$ cat config.mk
export PLATFORM = sky130hd
export DESIGN_NAME = rgbxyz_front
export DESIGN_NICKNAME = d
export VERILOG_FILES = /design/src/sv/rgbxyz_pkg.sv /design/src/sv/rgbxyz_front.sv
export SDC_FILE = /design/constraint.sdc
export NUM_CORES = 1
export LEC_CHECK = 0
export BUFFER_PORTS_ARGS = -buffer_cell sky130_fd_sc_hd__buf_4
export CAP_MARGIN = 5
export CELL_PAD_IN_SITES_DETAIL_PLACEMENT = 1
export CELL_PAD_IN_SITES_GLOBAL_PLACEMENT = 2
export CORE_MARGIN = 5
export CORE_UTILIZATION = 49
export DETAILED_ROUTE_END_ITERATION = 8
export GPL_ROUTABILITY_DRIVEN = 0
export PLACE_DENSITY_LB_ADDON = 0.1
export SYNTH_ARGS = -nofsm -noshare
export SYNTH_HDL_FRONTEND = slang
export SYNTH_SLANG_ARGS = --single-unit
$ cat constraint.sdc
create_clock -name clk_i -period 10.95 [get_ports clk_i]
set_input_delay 0.5475 -clock clk_i [delete_from_list [all_inputs] [get_ports clk_i]]
set_output_delay 0.5475 -clock clk_i [all_outputs]
set_load 0.005 [all_outputs]
$ cat src/sv/rgbxyz_pkg.sv
package rgbxyz_pkg;

  localparam int unsigned IN_CURVE_DEPTH  = 4096;
  localparam int unsigned OUT_CURVE_DEPTH = 4096;
  localparam int unsigned IN_AW  = $clog2(IN_CURVE_DEPTH);
  localparam int unsigned OUT_AW = $clog2(OUT_CURVE_DEPTH);
  localparam int unsigned MAT_N  = 9;
  localparam int unsigned SCALE_SHIFT = 45;
  localparam logic [15:0] GAIN_RESET = 16'd60068;
  localparam logic [34:0] ONE_Q29 = 35'd1 << 29;
  localparam int unsigned OUT_Q_DEPTH = 8;
  localparam int unsigned OUT_Q_CW = $clog2(OUT_Q_DEPTH) + 1;

  typedef enum logic [1:0] {
    CMD_PIXEL  = 2'd0,
    CMD_WR_IN  = 2'd1,
    CMD_WR_OUT = 2'd2,
    CMD_WR_MAT = 2'd3
  } cmd_e;

  typedef struct packed {
    logic [1:0]  command;
    logic [11:0] red_code;
    logic [11:0] green_code;
    logic [11:0] blue_code;
    logic        frame_end;
    logic [11:0] table_address;
    logic [15:0] table_value;
  } in_item_t;

  typedef struct packed {
    logic [11:0] x_code;
    logic [11:0] y_code;
    logic [11:0] z_code;
    logic        frame_last;
  } out_item_t;

  typedef struct packed {
    logic             is_pix;
    logic             wr_in;
    logic             wr_out;
    logic             wr_mat;
    logic             frame;
    logic [IN_AW-1:0] r_addr;
    logic [IN_AW-1:0] g_addr;
    logic [IN_AW-1:0] b_addr;
    logic [11:0]      tab_addr;
    logic [15:0]      tab_val;
  } op_t;

  function automatic logic [IN_AW-1:0] sat_in(input logic [11:0] code);
    logic [16:0] ext;
    ext = 17'(code);
    if (ext >= 17'(IN_CURVE_DEPTH)) begin
      return IN_AW'(IN_CURVE_DEPTH - 1);
    end
    return IN_AW'(code);
  endfunction

endpackage

$ cat src/sv/rgbxyz_front.sv
module rgbxyz_front
  import rgbxyz_pkg::*;
(
  input  logic     clk_i,
  input  logic     rst_ni,
  input  logic     push_i,
  input  in_item_t item_i,
  output logic     full_o,
  input  logic     pop_i,
  output logic     valid_o,
  output op_t      op_o
);

  localparam int unsigned QD = 4;

  op_t        q_mem [QD];
  logic [1:0] wr_ptr_q, wr_ptr_d, rd_ptr_q, rd_ptr_d;
  logic [2:0] cnt_q, cnt_d;
  logic       do_push, do_pop;
  op_t        cls;

  always_comb begin
    cls          = '0;
    cls.is_pix   = item_i.command == CMD_PIXEL;
    cls.wr_in    = (item_i.command == CMD_WR_IN) &&
                   (17'(item_i.table_address) < 17'(IN_CURVE_DEPTH));
    cls.wr_out   = (item_i.command == CMD_WR_OUT) &&
                   (17'(item_i.table_address) < 17'(OUT_CURVE_DEPTH));
    cls.wr_mat   = (item_i.command == CMD_WR_MAT) &&
                   (item_i.table_address < 12'(MAT_N));
    cls.frame    = item_i.frame_end;
    cls.r_addr   = sat_in(item_i.red_code);
    cls.g_addr   = sat_in(item_i.green_code);
    cls.b_addr   = sat_in(item_i.blue_code);
    cls.tab_addr = item_i.table_address;
    cls.tab_val  = item_i.table_value;
  end

  assign full_o  = cnt_q == 3'(QD);
  assign valid_o = cnt_q != 3'd0;
  assign op_o    = q_mem[rd_ptr_q];
  assign do_push = push_i && !full_o;
  assign do_pop  = pop_i && valid_o;

  always_comb begin
    wr_ptr_d = wr_ptr_q + 2'(do_push);
    rd_ptr_d = rd_ptr_q + 2'(do_pop);
    cnt_d    = cnt_q + 3'(do_push) - 3'(do_pop);
  end

  always_ff @(posedge clk_i) begin
    if (do_push) begin
      q_mem[wr_ptr_q] <= cls;
    end
  end

  always_ff @(posedge clk_i or negedge rst_ni) begin
    if (!rst_ni) begin
      wr_ptr_q <= '0;
      rd_ptr_q <= '0;
      cnt_q    <= '0;
    end else begin
      wr_ptr_q <= wr_ptr_d;
      rd_ptr_q <= rd_ptr_d;
      cnt_q    <= cnt_d;
    end
  end

endmodule

==> impl_metrics.tcl <==
set metrics [dict create \
    status "finished clean" \
    synth_compound_area_share_pct 0.04796 \
    vdd_drop_max_uv 163.7 \
    finalSetupTns_ns 0 \
    final_max_slew_viol_count 0 \
    first_iter_violations 205 \
    r2r-start "cnt_q[2]" \
    cts_resized 0 \
    relSlewSlack_pct 21.77 \
    yosys-mux-area-fraction_pct 14.93 \
    min_path_type "in -> reg" \
    setup_viol 0 \
    p_total_mw 3.537 \
    core-area_um2 21020 \
    dr.pass1.iters 4 \
    dp_slack_ns 7.853 \
    postSynth.asyncResetShare_pct 2.473 \
    ys_warn_count 0 \
    grt_pass1_wl_um 30370 \
    crit_fanout 39 \
    cp_cell_sequence "buf_4 -> mux4_2 -> buf_4" \
    synth_edf_count 276 \
    worstPathArrival_ns 2.99 \
    finalNetCount 635 \
    cts.clk_slew.worst_paths_ns 0.06 \
    die_x_um 155.9 \
    cts_sinks 283 \
    start_util_pct 49.64 \
    synth-xor-area-share_pct 0.5036 \
    worst_ep_required_time_ns 10.40 \
    cts_tree "built" \
    cts_max_level 1 \
    setup_ws_ns 7.413 \
    critPathLaunch "rd_ptr_q[0]" \
    die_area_um2 24310 \
    synth_flop_cell "edfxtp_1" \
    synth_top_cell_by_area "edfxtp_1" \
    grt.overflow.total 0 \
    yosysTopAreaCellShare_pct 79.42 \
    avgSynthCellArea_um2 26.22 \
    hpwl_um 11580 \
    area_growth_pct 22.61 \
    cts_made_buffers 30 \
    synthTopCellsByArea "edfxtp_1 79%, mux4_2 15%, dfrtp_1 1.7%" \
    max-clock-path-buffers 3 \
    die_h_um 155.9 \
    fin_skew_ns 0.009298 \
    critPathKind "reg -> out" \
    powerDensity_nw_per_um2 276.4 \
    ant_nets 0 \
    synthCells 398 \
    critical_path.startpoint_type "flip-flop" \
    period_share_pct 32.30 \
    ioPinCount 142 \
    final_layout_size_suffix_gt1_share_pct 45.64 \
    power_leakage_nw 4.378 \
    synth_nets 472 \
    routed_wl_um 19980 \
    fin_crit_ns 3.537 \
    slowest_delay_ns 0.85 \
    num_rows 53 \
    hold_viol 0 \
    grt_antenna_before_repair 0 \
    synth-simple-area-share_pct 1.055 \
    grt_usage_pct 16.55 \
    num_vias 4620 \
    cp_slowest_cell "dfrtp_4" \
    antennaDiodeCount 0 \
    viasPerCell 5.372 \
    yosysUniqueCellTypes 27 \
    end_kind "output pin" \
    rsz0062_at_grt "no" \
    ys_seq_area_share_pct 81.10 \
    cpMostUsedCell "buf_4" \
    tightest_slew_ns 1.168 \
    clk_latency_ns 0.53 \
    synth_top_family_by_area "multiplexers" \
    synth_fa_ha_area_share_pct 0.4317 \
    nFillCells 1735 \
    clk_root_buffer_cell "clkbuf_16" \
    grt_pass1_vias 5080 \
    worstHoldStart "item_i[53]" \
    syn_area_um2 10440 \
    io_buffers 141 \
    fmax_mhz 282.8 \
    grt_max_degree 71 \
    maxCapViolations 0 \
    wire_per_inst_um 23.23 \
    ys_ff_latch 283 \
    drcViolationCount 0 \
]
## per-stage QoR
step | utilization (%) | instances | hold WS (ns) | cell area [µm²]
finish | 60.87 | 860 | 0.2128 | 12790
global route | 60.87 | 860 | 0.1839 | 12790
CTS | 60.87 | 860 | 0.1869 | 12790
detailed placement | 55.72 | 803 | 0.3705 | 11710
global placement | 55.72 | 803 | 0.3643 | 11710
floorplan | - | 398 | 0.2519 | 10440
## final timing paths
path	end	depth (start not counted)	slack (ns)
setup / recovery	op_o[18]	3	7.41
hold / removal	q_mem[1][52]	1	0.21
setup reg to reg	q_mem[2][32]	4	7.91
hold reg to reg	cnt_q[2]	1	0.49
max in group asynchronous	rd_ptr_q[0]	2	10.44
min in group asynchronous	cnt_q[1]	2	0.36
## what timing repair did
action	in CTS	in global routing
setup buffers	0	0
endpoints found under the hold margin	7	0
setup endpoints to repair	0	0
hold buffers	1	0
## layout by cell type, fill, tap and decap left out, types with 3 or more instances in the layout
cell type	instances
edfxtp_1	276
buf_4	146
mux4_2	68
clkbuf_16	31
clkinv_1	7
clkbuf_8	6
xnor2_1	5
bufinv_16	5
dfrtp_1	5
nor3b_2	3
inv_1	3
clkbuf_1	3
## per-layer routing
| metal | up-vias | GRT usage (%) | part of all wire, % |
|---|---|---|---|
| met2 | 124 | 28.21 | 52 |
| li1 | 2036 | - | - |
| met3 | 23 | 4.105 | 6.7 |
| met5 | - | 0 | 0 |
| met4 | 0 | 3.793 | 1.6 |
| met1 | 2437 | 21.81 | 40 |
## cell type report
cell class              instances  area [µm²]  share of cell area [%]
repair buffers                147        1106                   8.645
flip-flops and latches        283        8471                   66.20
clock inverters                16       202.7                   1.584
multi-input cells              96        1790                   13.99
inverters                       3       11.26                 0.08801
clock buffers                  40       869.6                   6.796
well taps                     275       344.1                   2.689
## cells in the mapped netlist, types with 2 or more instances
library cell,instances
buf_12,7
buf_2,7
dfrtp_1,7
edfxtp_1,276
ha_1,2
inv_1,3
mux4_2,68
nor2_1,2
nor2b_1,2
nor3b_1,2
or3_1,2
xnor2_1,5
## state kept, by name (all words and copies together), names as in the netlist
signal	count
cnt_q	3
wr_ptr_q	2
q_mem	276
rd_ptr_q	2
## report_power, final
group	total [mW]	leakage [nW]	internal (mW)	switching, mW
clock network	1.06	0.523	0.671	0.387
registers	1.58	2.61	1.44	0.145
logic	0.896	1.24	0.514	0.382
total	3.54	4.38	2.62	0.914
## cells by family after synthesis
family / count (synthesis)
AO/OA/AOI/OAI: 1
buffers and inverters: 19
adder cells (fa/ha/maj): 3
flip-flops: 283
XOR/XNOR: 6
multiplexers: 69
AND/OR/NAND/NOR: 17
## critical path, delay by kind of cell, from the launching register on
kind	cells	cell delay [ns]
multiplexers	1	0.63
buffers and inverters	2	0.92
flip-flops	1	0.85
Note: power is estimated with default switching activity, not from simulation.
