[src/sv/rgbxyz_pkg.sv]
package rgbxyz_pkg;

  localparam int unsigned IN_CURVE_DEPTH  = 4096;
  localparam int unsigned OUT_CURVE_DEPTH = 4096;
  localparam int unsigned IN_AW  = $clog2(IN_CURVE_DEPTH);
  localparam int unsigned OUT_AW = $clog2(OUT_CURVE_DEPTH);
  localparam int unsigned MAT_N  = 9;
  localparam int unsigned SCALE_SHIFT = 45;
  localparam logic [15:0] GAIN_RESET = 16'd60068;
  localparam logic [34:0] ONE_Q29 = 35'd1 << 29;
  localparam int unsigned OUT_Q_DEPTH = 8;
  localparam int unsigned OUT_Q_CW = $clog2(OUT_Q_DEPTH) + 1;

  typedef enum logic [1:0] {
    CMD_PIXEL  = 2'd0,
    CMD_WR_IN  = 2'd1,
    CMD_WR_OUT = 2'd2,
    CMD_WR_MAT = 2'd3
  } cmd_e;

  typedef struct packed {
    logic [1:0]  command;
    logic [11:0] red_code;
    logic [11:0] green_code;
    logic [11:0] blue_code;
    logic        frame_end;
    logic [11:0] table_address;
    logic [15:0] table_value;
  } in_item_t;

  typedef struct packed {
    logic [11:0] x_code;
    logic [11:0] y_code;
    logic [11:0] z_code;
    logic        frame_last;
  } out_item_t;

  typedef struct packed {
    logic             is_pix;
    logic             wr_in;
    logic             wr_out;
    logic             wr_mat;
    logic             frame;
    logic [IN_AW-1:0] r_addr;
    logic [IN_AW-1:0] g_addr;
    logic [IN_AW-1:0] b_addr;
    logic [11:0]      tab_addr;
    logic [15:0]      tab_val;
  } op_t;

  function automatic logic [IN_AW-1:0] sat_in(input logic [11:0] code);
    logic [16:0] ext;
    ext = 17'(code);
    if (ext >= 17'(IN_CURVE_DEPTH)) begin
      return IN_AW'(IN_CURVE_DEPTH - 1);
    end
    return IN_AW'(code);
  endfunction

endpackage

[src/sv/rgbxyz_out_fifo.sv]
module rgbxyz_out_fifo
  import rgbxyz_pkg::*;
(
  input  logic                clk_i,
  input  logic                rst_ni,
  input  logic                push_i,
  input  out_item_t           item_i,
  input  logic                pop_i,
  output logic                empty_o,
  output out_item_t           item_o,
  output logic [OUT_Q_CW-1:0] cnt_o
);

  localparam int unsigned PW = $clog2(OUT_Q_DEPTH);

  out_item_t           mem [OUT_Q_DEPTH];
  logic [PW-1:0]       wr_ptr_q, rd_ptr_q;
  logic [OUT_Q_CW-1:0] cnt_q;
  logic                do_pop;

  assign empty_o = cnt_q == '0;
  assign do_pop  = pop_i && !empty_o;
  assign item_o  = mem[rd_ptr_q];
  assign cnt_o   = cnt_q;

  always_ff @(posedge clk_i) begin
    if (push_i) begin
      mem[wr_ptr_q] <= item_i;
    end
  end

  always_ff @(posedge clk_i or negedge rst_ni) begin
    if (!rst_ni) begin
      wr_ptr_q <= '0;
      rd_ptr_q <= '0;
      cnt_q    <= '0;
    end else begin
      wr_ptr_q <= wr_ptr_q + PW'(push_i);
      rd_ptr_q <= rd_ptr_q + PW'(do_pop);
      cnt_q    <= cnt_q + OUT_Q_CW'(push_i) - OUT_Q_CW'(do_pop);
    end
  end

endmodule

[config.mk]
export PLATFORM = sky130hd
export DESIGN_NAME = rgbxyz_out_fifo
export DESIGN_NICKNAME = d
export VERILOG_FILES = /design/src/sv/rgbxyz_pkg.sv /design/src/sv/rgbxyz_out_fifo.sv
export SDC_FILE = /design/constraint.sdc
export NUM_CORES = 1
export LEC_CHECK = 0
export ABC_AREA = 1
export BUFFER_PORTS_ARGS = -buffer_cell sky130_fd_sc_hd__buf_4
export CAP_MARGIN = 20
export CORE_ASPECT_RATIO = 0.5
export CORE_MARGIN = 8
export CORE_UTILIZATION = 45
export CTS_CLUSTER_DIAMETER = 80
export CTS_CLUSTER_SIZE = 12
export DETAILED_ROUTE_END_ITERATION = 6
export PLACE_DENSITY_LB_ADDON = 0.3
export SYNTH_ARGS = -nofsm -noshare
export SYNTH_HDL_FRONTEND = slang
export SYNTH_SLANG_ARGS = --single-unit
export TNS_END_PERCENT = 20
[constraint.sdc]
create_clock -name clk_i -period 3.5 [get_ports clk_i]
set_input_delay 0.35 -clock clk_i [delete_from_list [all_inputs] [get_ports clk_i]]
set_output_delay 0.35 -clock clk_i [all_outputs]
set_load 0.02 [all_outputs]
==> metrics.txt <==
# TYPE chip_impl_metric gauge
chip_impl_metric{name="floorplan.io_pins",unit=""} 83
chip_impl_metric{name="core-area",unit="um2"} 29200
chip_impl_info{name="crit_path_start_kind",value="register"} 1
chip_impl_metric{name="power-per-cell-area",unit="nW/um2"} 827
chip_impl_metric{name="cp_data_arrival_time",unit="ns"} 2.48
chip_impl_metric{name="yosys_register_bits",unit=""} 306
chip_impl_metric{name="layout.area.seq",unit="um2"} 9150
chip_impl_metric{name="seq_power_share",unit="%"} 38.3
chip_impl_metric{name="timing.critical_path.depth",unit=""} 8
chip_impl_info{name="crit_slowest_cell",value="sky130_fd_sc_hd__inv_4"} 1
chip_impl_metric{name="grt_max_degree",unit=""} 150
chip_impl_metric{name="worst_slew_margin",unit="%"} 31.6
chip_impl_metric{name="max_freq",unit="MHz"} 353
chip_impl_metric{name="routed-via-count",unit=""} 8821
chip_impl_metric{name="row_count",unit=""} 44
chip_impl_metric{name="cts-buffers-inserted",unit=""} 29
chip_impl_metric{name="setup_viol",unit=""} 0
chip_impl_metric{name="worstMarginPinSlew",unit="ns"} 1.03
chip_impl_metric{name="drtAntennaViolNets",unit=""} 0
chip_impl_info{name="rsz_0062_raised_after_global_routing",value="no"} 1
chip_impl_metric{name="power.share.clock",unit="%"} 21.5
chip_impl_metric{name="avgSynthCellArea",unit="um2"} 10.1
chip_impl_metric{name="grt_first_pass_wirelength",unit="um"} 47000
chip_impl_metric{name="die_h",unit="um"} 138
chip_impl_metric{name="setup_slack",unit="ns"} 0.666
chip_impl_metric{name="postCtsSetupRepairBufs",unit=""} 0
chip_impl_metric{name="crit_buf_inv",unit=""} 3
chip_impl_metric{name="detailedPlace.worstSlack",unit="ns"} 1.21
chip_impl_metric{name="timing_hold_violations_final",unit=""} 0
chip_impl_metric{name="grt_use_total",unit="%"} 16.2
chip_impl_info{name="worst_r2r_endpoint",value="mem[2][0]"} 1
chip_impl_metric{name="grt.overflow.total",unit=""} 0
chip_impl_metric{name="vdd.ir_drop.worst",unit="mV"} 0.571
chip_impl_metric{name="report.final.slew_viol_count",unit=""} 0
chip_impl_metric{name="vias_per_cell",unit=""} 4.85
chip_impl_metric{name="start_util",unit="%"} 46.1
chip_impl_info{name="startpoint",value="rd_ptr_q[0]"} 1
chip_impl_metric{name="post-place-cells",unit=""} 1775
chip_impl_metric{name="syn_area",unit="um2"} 13500
chip_impl_metric{name="drc_errors",unit=""} 0
chip_impl_metric{name="min_period",unit="ns"} 2.83
chip_impl_metric{name="setup.reg_to_reg.worst_slack",unit="ns"} 1.34
chip_impl_metric{name="switching_share",unit="%"} 38.6
chip_impl_metric{name="path_clk_slew",unit="ns"} 0.06
chip_impl_metric{name="clk-insertion-delay-late",unit="ns"} 0.53
chip_impl_metric{name="finish.net_count",unit=""} 1467
chip_impl_metric{name="post_synth_num_cell_types",unit=""} 18
chip_impl_metric{name="routed_wirelength",unit="um"} 29500
chip_impl_metric{name="p_leak",unit="uW"} 0.00707
chip_impl_metric{name="htreeDepth",unit=""} 1
chip_impl_metric{name="combined_area_of_the_multi_input_logic_cells",unit="um2"} 2850
chip_impl_metric{name="yosysWarnings",unit=""} 0
chip_impl_metric{name="intPower",unit="uW"} 7760
chip_impl_metric{name="post_layout_nonfiller_instances",unit=""} 1818
chip_impl_metric{name="netSwitchingPower",unit="uW"} 4870
chip_impl_info{name="critPathKind",value="reg -> out"} 1
chip_impl_metric{name="timing.hold.ws",unit="ns"} 0.0476
chip_impl_metric{name="first_global_vias",unit=""} 8769
chip_impl_metric{name="required",unit="ns"} 3.15
chip_impl_metric{name="detail_route.first_pass.iterations",unit=""} 5
chip_impl_info{name="hold_start",value="item_i[22]"} 1
chip_impl_metric{name="comb_power_share",unit="%"} 40.2
chip_impl_info{name="timing.hold.worst_endpoint",value="mem[7][22]"} 1
chip_impl_metric{name="gp_congestion",unit=""} 0.751
chip_impl_metric{name="antenna_found_initial",unit=""} 1
chip_impl_metric{name="syn-num-nets",unit=""} 1388
chip_impl_metric{name="die_boundary_width",unit="um"} 261
chip_impl_info{name="critical_path.endpoint_type",value="output pin"} 1
chip_impl_info{name="cpLargestDelayFamily",value="buffers and inverters"} 1
chip_impl_metric{name="sequential_to_total_area_share_from_yosys_stat",unit="%"} 67.8
chip_impl_metric{name="clock_sink_count",unit=""} 306
chip_impl_metric{name="buffer_ports.inserted",unit=""} 82
chip_impl_info{name="root_buffer",value="sky130_fd_sc_hd__clkbuf_16"} 1
chip_impl_metric{name="fin_crit_sh",unit="%"} 81.0
chip_impl_metric{name="hpwlAfterDp",unit="um"} 16400
chip_impl_info{name="run_status",value="finished, final reports clean"} 1
chip_impl_metric{name="synthesis.instances",unit=""} 1337
chip_impl_info{name="critical_path.reg2reg.startpoint",value="wr_ptr_q[0]"} 1
chip_impl_metric{name="maximum_clock_path_buffer_count",unit=""} 3
chip_impl_info{name="path_cells",value="inv_4 > buf_4 > nand2_1 > nand3_1 > nand2_1 > nand2_1 > nand2_1 > buf_4"} 1
chip_impl_metric{name="max_cap_viol_count",unit=""} 0
chip_impl_metric{name="fillCellCount",unit=""} 2506
chip_impl_metric{name="utilization_after_layout",unit="%"} 52.2
chip_impl_metric{name="crit_path_max_fo",unit=""} 65
chip_impl_info{name="cp_common_cell",value="sky130_fd_sc_hd__nand2_1"} 1
chip_impl_info{name="worstHoldPathType",value="in -> reg"} 1
chip_impl_metric{name="die_area",unit="um2"} 36100
chip_impl_metric{name="worst_clock_skew",unit="ns"} 0.0142
chip_impl_info{name="tritoncts",value="yes"} 1
chip_impl_metric{name="worst_path_largest_cell_delay",unit="ns"} 0.54
chip_impl_metric{name="drive_above_1_share",unit="%"} 10.3
chip_impl_metric{name="min_delay_path_depth",unit=""} 1
chip_impl_metric{name="first_iter_violations",unit=""} 651
chip_impl_metric{name="rr_worst_depth",unit=""} 4
chip_impl_metric{name="area_growth",unit="%"} 13.3
chip_impl_metric{name="final.setup.tns",unit="ns"} 0
chip_impl_metric{name="avgRoutedWirePerCell",unit="um"} 16.2
[worst reg2reg max path, stage by stage, from the launching register on]
cell and delay (ns):
sky130_fd_sc_hd__dfrtp_1 0.39, sky130_fd_sc_hd__inv_1 0.06, sky130_fd_sc_hd__nand2_1 0.21, sky130_fd_sc_hd__nor2_4 0.81
sky130_fd_sc_hd__buf_4 0.38
[synth_stat cells]
cell type | count | area [um2]
sky130_fd_sc_hd__buf_1 | 4 | 15.0
sky130_fd_sc_hd__nand2_1 | 489 | 1840
sky130_fd_sc_hd__fa_1 | 1 | 20.0
sky130_fd_sc_hd__xor2_1 | 3 | 26.3
sky130_fd_sc_hd__buf_4 | 3 | 22.5
sky130_fd_sc_hd__buf_2 | 31 | 155
sky130_fd_sc_hd__xnor2_1 | 1 | 8.76
sky130_fd_sc_hd__dfrtp_1 | 10 | 250
sky130_fd_sc_hd__inv_2 | 1 | 3.75
sky130_fd_sc_hd__nand3_1 | 149 | 746
sky130_fd_sc_hd__inv_4 | 1 | 6.26
sky130_fd_sc_hd__clkbuf_1 | 4 | 15.0
sky130_fd_sc_hd__nor2_1 | 10 | 37.5
sky130_fd_sc_hd__ha_1 | 9 | 113
sky130_fd_sc_hd__a21oi_1 | 1 | 5.00
sky130_fd_sc_hd__inv_1 | 310 | 1160
sky130_fd_sc_hd__buf_6 | 14 | 158
sky130_fd_sc_hd__edfxtp_1 | 296 | 8890
[kinds of logic after synthesis]
group / share of synthesized area [%]
AOI/OAI and AO/OA: 0.0371
xor gates and xnor gates: 0.260
adders and majority gates: 0.985
buffers and inverters: 11.4
DFF: 67.8
and+or+nand+nor: 19.4
[through the flow]
step	cell area [um2]	total power, uW
detailed placement	14500	10000
global route	15300	13400
finish	15300	12600
floorplan	13500	8310
global placement	14500	9920
CTS	15300	12800
[cell type report]
cell class,instances,share of cell area (%)
Clock buffer,40,5.03
Multi-Input combinational cell,663,18.7
Sequential cell,306,59.9
Antenna cell,1,0.0164
Inverter,312,7.69
Clock inverter,1,0.0574
Timing Repair Buffer,104,5.38
Tap cell,391,3.21
[registers in the layout, indices dropped and copies added (netlist names)]
signal and cells:
mem 296, cnt_o 4, rd_ptr_q 3, wr_ptr_q 3
[per-layer routing]
| metal | global-route usage, % | routed length [um] | vias to the layer above |
|---|---|---|---|
| met5 | 0 | 0 | - |
| met4 | 3.86 | 585 | 0 |
| met3 | 2.11 | 1250 | 48 |
| met2 | 28.5 | 14900 | 206 |
| met1 | 21.0 | 12800 | 4284 |
| li1 | - | - | 4283 |
[worst max-delay path by stage]
stage / to
finish: item_o[0]
global route: item_o[3]
CTS: item_o[0]
detailed placement: item_o[33]
global placement: item_o[1]
floorplan: mem[2][0]
[power by group through the flow]
stage / registers, uW / logic [uW] / clock network, uW
2_1_floorplan: 4860 / 3450 / 0
3_3_place_gp: 4890 / 5030 / 0
3_5_place_dp: 4910 / 5130 / 0
4_1_cts: 4840 / 5160 / 2760
5_1_grt: 4880 / 5660 / 2920
6_report: 4830 / 5080 / 2710
[timing repair]
action,in CTS,in global routing
gates resized for setup,0,0
hold buffers,1,0
hold endpoints to repair,10,0
[placed cells by master, fill, tap and decap left out, types with 2 or more instances in the layout]
cell,count
sky130_fd_sc_hd__nor2_1,2
sky130_fd_sc_hd__dfrtp_2,2
sky130_fd_sc_hd__nor2_4,8
sky130_fd_sc_hd__buf_12,3
sky130_fd_sc_hd__ha_1,9
sky130_fd_sc_hd__inv_1,309
sky130_fd_sc_hd__clkbuf_1,11
sky130_fd_sc_hd__dfrtp_1,7
sky130_fd_sc_hd__nand3_1,149
sky130_fd_sc_hd__inv_2,2
sky130_fd_sc_hd__nand2_1,489
sky130_fd_sc_hd__clkbuf_16,29
sky130_fd_sc_hd__buf_4,100
sky130_fd_sc_hd__xor2_1,3
sky130_fd_sc_hd__edfxtp_1,296
(Power assumes the default switching activity.)
